===== src/rtl/sis_pkg.sv =====
`timescale 1ns / 1ps
`default_nettype none

package sis_pkg;

  localparam int CAPACITY = 64;
  localparam int CNT_W    = $clog2(CAPACITY + 1);
  localparam int KEY_W    = 32;
  localparam int TAG_W    = 16;

  typedef struct packed {
    logic signed [KEY_W-1:0] key;
    logic [TAG_W-1:0]        tag;
  } rec_t;

  typedef struct packed {
    logic ins;
    logic shl;
    rec_t rec;
  } ctl_t;

endpackage

`default_nettype wire


===== src/rtl/sis_cell.sv =====
`timescale 1ns / 1ps
`default_nettype none

module sis_cell (
  input  wire logic          clk,
  input  wire sis_pkg::ctl_t ctl,
  input  wire logic          occ,
  input  wire logic          left_occ,
  input  wire logic          left_gt,
  input  wire sis_pkg::rec_t left_rec,
  input  wire sis_pkg::rec_t right_rec,
  output sis_pkg::rec_t      rec,
  output logic               gt
);

  sis_pkg::rec_t rec_next;

  assign gt = occ && ($signed(rec.key) > $signed(ctl.rec.key));

  always_comb begin
    rec_next = rec;
    if (ctl.shl) begin
      rec_next = right_rec;
    end else if (ctl.ins) begin
      if (gt) begin
        rec_next = left_gt ? left_rec : ctl.rec;
      end else if (!occ && left_occ) begin
        rec_next = left_gt ? left_rec : ctl.rec;
      end
    end
  end

  always_ff @(posedge clk) begin
    rec <= rec_next;
  end

endmodule

`default_nettype wire


===== config.mk =====
export PLATFORM = sky130hd
export DESIGN_NAME = sis_cell
export DESIGN_NICKNAME = d
export VERILOG_FILES = /design/src/rtl/sis_pkg.sv /design/src/rtl/sis_cell.sv
export SDC_FILE = /design/constraint.sdc
export NUM_CORES = 1
export LEC_CHECK = 0
export ABC_AREA = 1
export BUFFER_PORTS_ARGS = -buffer_cell sky130_fd_sc_hd__buf_4
export CORE_MARGIN = 1
export CORE_UTILIZATION = 48
export CTS_BUF_LIST = sky130_fd_sc_hd__clkbuf_8 sky130_fd_sc_hd__clkbuf_16
export DETAILED_ROUTE_END_ITERATION = 8
export GPL_TIMING_DRIVEN = 0
export PLACE_DENSITY = 0.89
export SLEW_MARGIN = 0
export SYNTH_ARGS = -nofsm -noshare
export SYNTH_HDL_FRONTEND = slang
export SYNTH_SLANG_ARGS = --single-unit

===== constraint.sdc =====
create_clock -name clk -period 5.95 [get_ports clk]
set_clock_uncertainty 0.1 [all_clocks]
set_input_delay 0.2975 -clock clk [delete_from_list [all_inputs] [get_ports clk]]
set_output_delay 0.2975 -clock clk [all_outputs]
set_load 0.005 [all_outputs]

Word-level counts from Yosys, hierarchy flattened
Index checks and enable logic that the tools add are counted.
W data, S select, Z words.
- register bits after elaboration: 48
- output and inout bits: 49
- magnitude comparators: 1
- multiplexer cells: 5
- reductions and logical operators: 6
- operators by type and width (cell ; number):
    $mux W48 ; 5
    $gt A32 B32 Y1 ; 1
    $reduce_bool A3 Y1 ; 1
    $logic_and A1 B1 Y1 ; 2
    $reduce_and A2 Y1 ; 1
    $reduce_bool A2 Y1 ; 1
    $logic_not A1 Y1 ; 1

Depth between registers and ports, before layout
Gate-level depths: netlist of the first run.
- depth in word-level cells: 6
- gate-level depth with buffers: 18

Worst setup path before layout of the first run
No wires, ideal clock.
- kind: flip-flop to flip-flop
- start point: reg rec[47] (netlist name)
- end point: reg rec[0] (netlist name) (enable)
- stages on the path, launching flop included: 12
- path buffers: 0
- data required time: 5.443 ns
- setup slack: 2.923 ns
- data arrival time: 2.521 ns
- cells stage by stage: edfxtp_1 > ha_1 > nand2_1 > nor2_2 > nand2_2 > nor3b_2 > nand2_1 > nand3_1 > nand3_2 > nand2_1 > nand2_1 > nand2_1
- cells in the longest elaborated chain, start to end: 4
- ends and longest elaborated chain (what ; line ; RTL):
    start, declared ; sis_cell.sv:12 ; output sis_pkg::rec_t rec,
    start signal, assigned ; sis_cell.sv:34 ; rec <= rec_next;
    $gt A32 B32 Y1 ; sis_cell.sv:18 ; assign gt = occ && ($signed(rec.key) > $signed(ctl.rec.key));
    $logic_and A1 B1 Y1 ; sis_cell.sv:18 ;
    $reduce_bool A3 Y1 (no line) ; -- ;
    $reduce_and A2 Y1 (no line) ; -- ;
Every way passes these cells.
A chain may end at the register's enable or synchronous reset.

Final worst setup path of the first run
- start point: reg rec[47] (netlist name)
- end point: reg rec[43] (netlist name) (enable)
Same word-level chain as after synthesis.

==> results of run 1 <==
path summary, 6_finish.rpt:
path,start,end
max,rec[47],rec[43]
max reg2reg,rec[47],rec[43]
min,right_rec[20],rec[20]
min reg2reg,rec[47],rec[20]
per-stage QoR:
stage | cell area [µm²] | total power, µW | hold slack (ps) | std cells
3_5_place_dp | 4940 | 745 | 475 | 661
2_1_floorplan | 3330 | 573 | 384 | 383
6_report | 5040 | 972 | 167 | 669
4_1_cts | 5040 | 976 | 159 | 669
3_3_place_gp | 4910 | 731 | 470 | 660
5_1_grt | 5040 | 1020 | 155 | 669
logic make-up after synthesis:
family	count (synthesis)
AOI/OAI and AO/OA	116
and+or+nand+nor	124
buffers and inverters	63
adders and majority gates	32
DFF	48
layout by cell type (no fill, tap or decap):
| cell type | netlist | routed |
|---|---|---|
| a21o_1 | 1 | 1 |
| a21oi_1 | 52 | 52 |
| a41oi_1 | 1 | 1 |
| and3_1 | 1 | 1 |
| buf_12 | 0 | 1 |
| buf_2 | 7 | 7 |
| buf_4 | 0 | 197 |
| buf_6 | 1 | 1 |
| bufinv_16 | 0 | 1 |
| clkbuf_1 | 12 | 12 |
| clkbuf_8 | 0 | 5 |
| clkinv_2 | 0 | 1 |
| edfxtp_1 | 48 | 48 |
| ha_1 | 32 | 32 |
| inv_1 | 41 | 42 |
| inv_2 | 2 | 2 |
| nand2_1 | 84 | 83 |
| nand2_2 | 3 | 4 |
| nand3_1 | 4 | 4 |
| nand3_2 | 1 | 1 |
| nand4_1 | 1 | 1 |
| nor2_1 | 27 | 27 |
| nor2_2 | 1 | 1 |
| nor3_1 | 1 | 1 |
| nor3b_2 | 1 | 1 |
| o211ai_1 | 29 | 29 |
| o21a_1 | 30 | 30 |
| o21a_2 | 1 | 1 |
| o21ai_0 | 2 | 2 |
critical path, stage by stage, from the launching register on:
cell	delay [ps]
edfxtp_1	400
ha_1	380
nand2_1	110
nor2_2	140
nand2_2	90
nor3b_2	180
nand2_1	80
nand3_1	80
nand3_2	80
nand2_1	70
nand2_1	60
nand2_2	450
buf_12	270
final cells by class:
class | instances | area, µm²
multi-input combinational | 272 | 1640
timing repair buffer | 198 | 1500
inverter | 43 | 161
sequential | 48 | 1440
clock inverter | 3 | 38.8
clock buffer | 5 | 68.8
buffer | 20 | 91.3
fill | 519 | 1710
tap | 80 | 100
synth_stat cells, types with 2 or more instances:
cell type  instances
edfxtp_1          48
o21a_1            30
nor2_1            27
clkbuf_1          12
nand2_1           84
a21oi_1           52
nand3_1            4
buf_2              7
o211ai_1          29
nand2_2            3
inv_1             41
o21ai_0            2
inv_2              2
ha_1              32
power by group:
part,internal [µW],switching (µW)
clock network,123,110
logic,166,139
registers,416,17.2
total,705,267
routing by layer:
metal  vias up  routed length [µm]  part of all wire [%]
met3        22                 712                   6.8
li1       1735                   -                     -
met4         0                 231                   2.2
met5         -                   0                     0
met2       167                5310                    51
met1      1644                4150                    40
==> run metrics, run 1 <==
CTS root buf=clkbuf_8; Residual DRC=0; met3 usage=5.45%; post-route minimum period=2810 ps; WS Path Type=reg -> reg; Pwr Density=193 mW/mm²; fin. max-slew vios=0; area share of xor/xnor cells in the synthesized design=0%; CTS resizes=0; status=completed; hold_buf cts=0; hold crit path type=in -> reg; routed wire length=10.4 mm; largest family of logic cells by synthesized area=compound AO/OA/AOI/OAI gates; mux share of post-synthesis cell area=0%; GRT Max-Usage Layer=met2; DR WL/cell=15.5 µm; Ports=199; Starting DRT DRC Count=149; Tcrit/Tclk final=47.2%; Slew @ Worst Pin=595 ps; Area growth, synth to finish=51.3%; FF-to-FF setup slack=3140 ps; CTS tree=built; Synth Instances=383; CTS buffer count=5; Leak=0.00246 µW; routed vias=3,568; Max H-tree Level=2; Fin. Hold Viols=0; Max Root-Sink Buffers=2; mapped cell area=0.00333 mm²; share of cells above drive strength 1=37.9%; initial antenna violation count=0; # clock sinks=48; Rows=30; vias in the first global route=3,629; number of setup violations in the final report=0; top_reg_cell synth=edfxtp_1; die height=85.3 µm; GRT overflow=0; Mapped Avg Cell Area=8.71 µm²; Worst Setup End Kind=flop; Worst Path Arrival=2710 ps; Top reg by flops=rec; CP max FO=26; dominant cells by area after synthesis=edfxtp_1, ha_1, nand2_1, a21oi_1, o21a_1; vias per cell=5.33; Pre-Repair DR Iteration Count=5; gpl congestion=0.853; Max VDD drop=0.102 mV; Post CTS Setup Buffer Count=0; unrepaired setup endpoints after global routing=no; Die Area=0.00728 mm²; Util after Layout=74.6%; Total Routing Usage GR=27.9%; fmax=356 MHz; Max Cap Violations=0; Largest register FFs=48; core area=0.00676 mm²; pre-CTS WS=3150 ps; Layout Nets=770; Initial Utilization=49.4%; met1 GRT Util=31.8%; largest net degree at the start of global routing=27; Worst-Skew Late Latency=300 ps; Post-synth ARST share=0%; Simple-Gate Fraction of Synth Area=15.0%; Setup TNS Final=0 ps; Synth top area share=43.2%; Rel. slew slack=60.2%; hold depth=2; Seq/Total Area, Yosys=43.2%; Regs by FF count=rec: 48 flops; dpl hpwl=8.35 mm; number of synthesized register bits=48; Ys Warns=0; first-pass GRT wire length=16.0 mm; final setup slack of the worst path=3140 ps; worst path required time=5850 ps; Die Wd=85.3 µm; Synth Area in Compound Gates=22.1%; I/O Buffers=197; met2 Use GR=51.6%; Netlist cell types=24; adder-cell share of the synthesized area=12.0%; ANT nets after route=0; # diodes=0; clock-pin slew on the worst setup and hold paths=90 ps; number of synthesized flops with an enable pin=48; post-synth net total=565; largest area contributor in the netlist=edfxtp_1; Worst setup SP type=flop; R2R depth=12
No activity file was read; power rests on OpenSTA's default activity.
==> inputs of run 2 (changes only) <==
Settings changed: ABC_AREA 1 to 0, CORE_UTILIZATION 48 to 44, PLACE_DENSITY 0.89 to 0.84.
Clock period 5.95 ns to 2.9 ns, I/O delays scaled along.
==> run metrics, run 2 <==
status=completed (unchanged); Leak=0.00255 µW (was 0.00246 µW); Rel. slew slack=49.6% (was 60.2%); WL met3=723 µm (was 712 µm); top_reg_cell synth=edfxtp_1 (unchanged); Fin. Hold Viols=0 (unchanged); Starting DRT DRC Count=102 (was 149); mapped cell area=0.00326 mm² (was 0.00333 mm²); commonest non-fill, non-tap cell in the layout=buf_4 (unchanged); Pwr Density=387 mW/mm² (was 193 mW/mm²); initial antenna violation count=0 (unchanged); CTS buffer count=5 (unchanged); CTS root buf=clkbuf_8 (unchanged); placed cells=626 (was 661); Ys Warns=0 (unchanged); Max Root-Sink Buffers=2 (unchanged); hold crit path type=in -> reg (unchanged); # diodes=0 (unchanged); Post-synth ARST share=0% (unchanged); Met2 Wirelength=5.01 mm (was 5.31 mm); gpl congestion=0.766 (was 0.853); share of cells above drive strength 1=40.2% (was 37.9%); Util after Layout=72.3% (was 74.6%); Slowest-stage cell, CP=edfxtp_1 (was nand2_2); Rows=30 (unchanged); Total Routing Usage GR=24.7% (was 27.9%); most common cell in the netlist=nand2_1 (unchanged); Seq/Total Area, Yosys=44.3% (was 43.2%); Worst setup SP type=flop (unchanged); Max Cap Violations=0 (unchanged); Initial Utilization=46.6% (was 49.4%); Worst-Skew Late Latency=300 ps (about the same); highest routed metal layer=met4 (unchanged); Die Wd=88.0 µm (was 85.3 µm); Post-Place Cell Area=0.00491 mm² (was 0.00494 mm²); number of synthesized register bits=48 (unchanged); Max H-tree Level=2 (unchanged); number of synthesized flops with an enable pin=48 (unchanged); fmax=366 MHz (was 356 MHz); Finished Cell Area=0.00505 mm² (was 0.00504 mm²); first-pass GRT wire length=14.5 mm (was 16.0 mm); Pre-Repair DR Iteration Count=4 (was 5); Die Area=0.00775 mm² (was 0.00728 mm²); I/O Buffers=196 (was 197); number of setup violations in the final report=0 (unchanged); Max VDD drop=0.196 mV (was 0.102 mV); non-filler instance count after layout=636 (was 669); die height=88.0 µm (was 85.3 µm); largest area contributor in the netlist=edfxtp_1 (unchanged); DR WL/cell=15.2 µm (was 15.5 µm); commonest cells after routing, fill and taps aside=buf_4, nand2_1, o21ai_0, mux2i_1, edfxtp_1 (was buf_4, nand2_1, a21oi_1, edfxtp_1, inv_1); most frequent CP cell=a221o_1 (was nand2_1); routed wire length=9.69 mm (was 10.4 mm); fin. max-slew vios=0 (unchanged); Commonest cells post-synth=nand2_1, o21ai_0, edfxtp_1, mux2i_1, inv_1 (was nand2_1, a21oi_1, edfxtp_1, inv_1, ha_1); post-route minimum period=2730 ps (was 2810 ps); Routed met1 length=3.77 mm (was 4.15 mm); Layout Nets=722 (was 770); Area growth, synth to finish=55.0% (was 51.3%); Regs by FF count=rec: 48 flops (unchanged); Ports=199 (unchanged); CP delay by family, top=compound AO/OA/AOI/OAI gates (was simple AND/OR/NAND/NOR gates); Worst Setup End Kind=flop (unchanged); slowest stage delay, CP=420 ps (was 450 ps); Residual DRC=0 (unchanged); # clock sinks=48 (unchanged); unrepaired setup endpoints after global routing=no (unchanged); Synth top area share=44.3% (was 43.2%); vias per cell=5.07 (was 5.33); Largest register FFs=48 (unchanged); CTS tree=built (unchanged); GRT overflow=0 (unchanged); ANT nets after route=0 (unchanged); core area=0.00698 mm² (was 0.00676 mm²); Synth Instances=333 (was 383); Tcrit/Tclk final=94.2% (was 47.2%); Top reg by flops=rec (unchanged); vias in the first global route=3,224 (was 3,629); worst hold slack=20.5 ps (was 167 ps); WS Path Type=reg -> reg (unchanged); Setup TNS Final=0 ps (unchanged); routed vias=3,223 (was 3,568); dpl hpwl=7.78 mm (was 8.35 mm); CP max FO=21 (was 26); worst path required time=2810 ps (was 5850 ps); clock-pin slew on the worst setup and hold paths=90 ps (about the same); Buf/Inv on CP=1 (unchanged); Mapped Avg Cell Area=9.78 µm² (was 8.71 µm²); Worst Path Arrival=2640 ps (was 2710 ps); CP cell instances=ha_1, a21oi_1, o21ai_1, a221o_1, a221o_1, a21oi_2, xnor2_2, o21ai_4, buf_16 (was ha_1, nand2_1, nor2_2, nand2_2, nor3b_2, nand2_1, nand3_1, nand3_2, nand2_1, nand2_1, nand2_2, buf_12); dominant cells by area after synthesis=edfxtp_1, mux2i_1, ha_1, o21ai_0, nand2_1 (was edfxtp_1, ha_1, nand2_1, a21oi_1, o21a_1); Netlist cell types=23 (was 24); post-synth net total=515 (was 565); Slew @ Worst Pin=756 ps (was 595 ps); largest net degree at the start of global routing=22 (was 27)
[run 2: where the power goes]
part           internal (µW)  switching (µW)  total [µW]
logic                    370             294         663
clock network            161             226         388
registers                866            38.0         904
[run 2: metrics by stage]
stage          setup slack, ps  total power [µW]
5_1_grt                   46.0              2060
2_1_floorplan             -152              1190
3_5_place_dp              -483              1560
3_3_place_gp              -635              1530
4_1_cts                   51.4              1960
6_report                   169              1950
[run 2: area by class of cell]
type                            count  area [µm²]
Multi-Input combinational cell    233        1670
Timing Repair Buffer              199        1540
Clock inverter                      2        8.76
Sequential cell                    48        1440
Fill cell                         570        1940
Clock buffer                        5        68.8
Tap cell                           96         120
Buffer                             17        67.6
Inverter                           36         135
[run 2: what timing repair did]
| item | CTS | global route |
|---|---|---|
| gates cloned | 1 | 0 |
| endpoints found under the setup margin | 48 | 14 |
| pin swaps | 1 | 1 |
| buffers inserted | 1 | 1 |
| resized for setup | 2 | 0 |
| hold buffers | 0 | 0 |
[run 2: per-layer routing]
layer	vias up	track usage (%)
li1	1597	-
met1	1460	27.3
met2	148	46.3
met3	18	6.31
met4	0	7.33
met5	-	0
[run 2: path summary, 6_finish.rpt]
| path | startpoint | depth (start not counted) | end | slack, ps |
|---|---|---|---|---|
| worst max register to register | rec[21] | 9 | rec[0] | 170 |
| worst min-delay path | right_rec[36] | 3 | rec[36] | 20 |
| worst min register to register | rec[47] | 4 | rec[24] | 1100 |
| worst max-delay path | rec[21] | 9 | rec[0] | 170 |
[run 2: logic make-up after synthesis]
kind of cell,Yosys count,share of synthesized area [%]
multiplexers,48,14.8
AND/OR/NAND/NOR,78,9.84
XOR/XNOR,1,0.269
adder cells (fa/ha/maj),32,12.3
flip-flops,48,44.3
buffers and inverters,53,6.23
AO/OA/AOI/OAI,73,12.3
[run 2: worst reg2reg max path: cells and delay by family (launching register included)]
kind | cells | cell delay [ps]
buf+inv | 1 | 210
xor+xnor | 1 | 140
flops | 1 | 420
compound gates | 6 | 1280
fa+ha+maj | 1 | 310
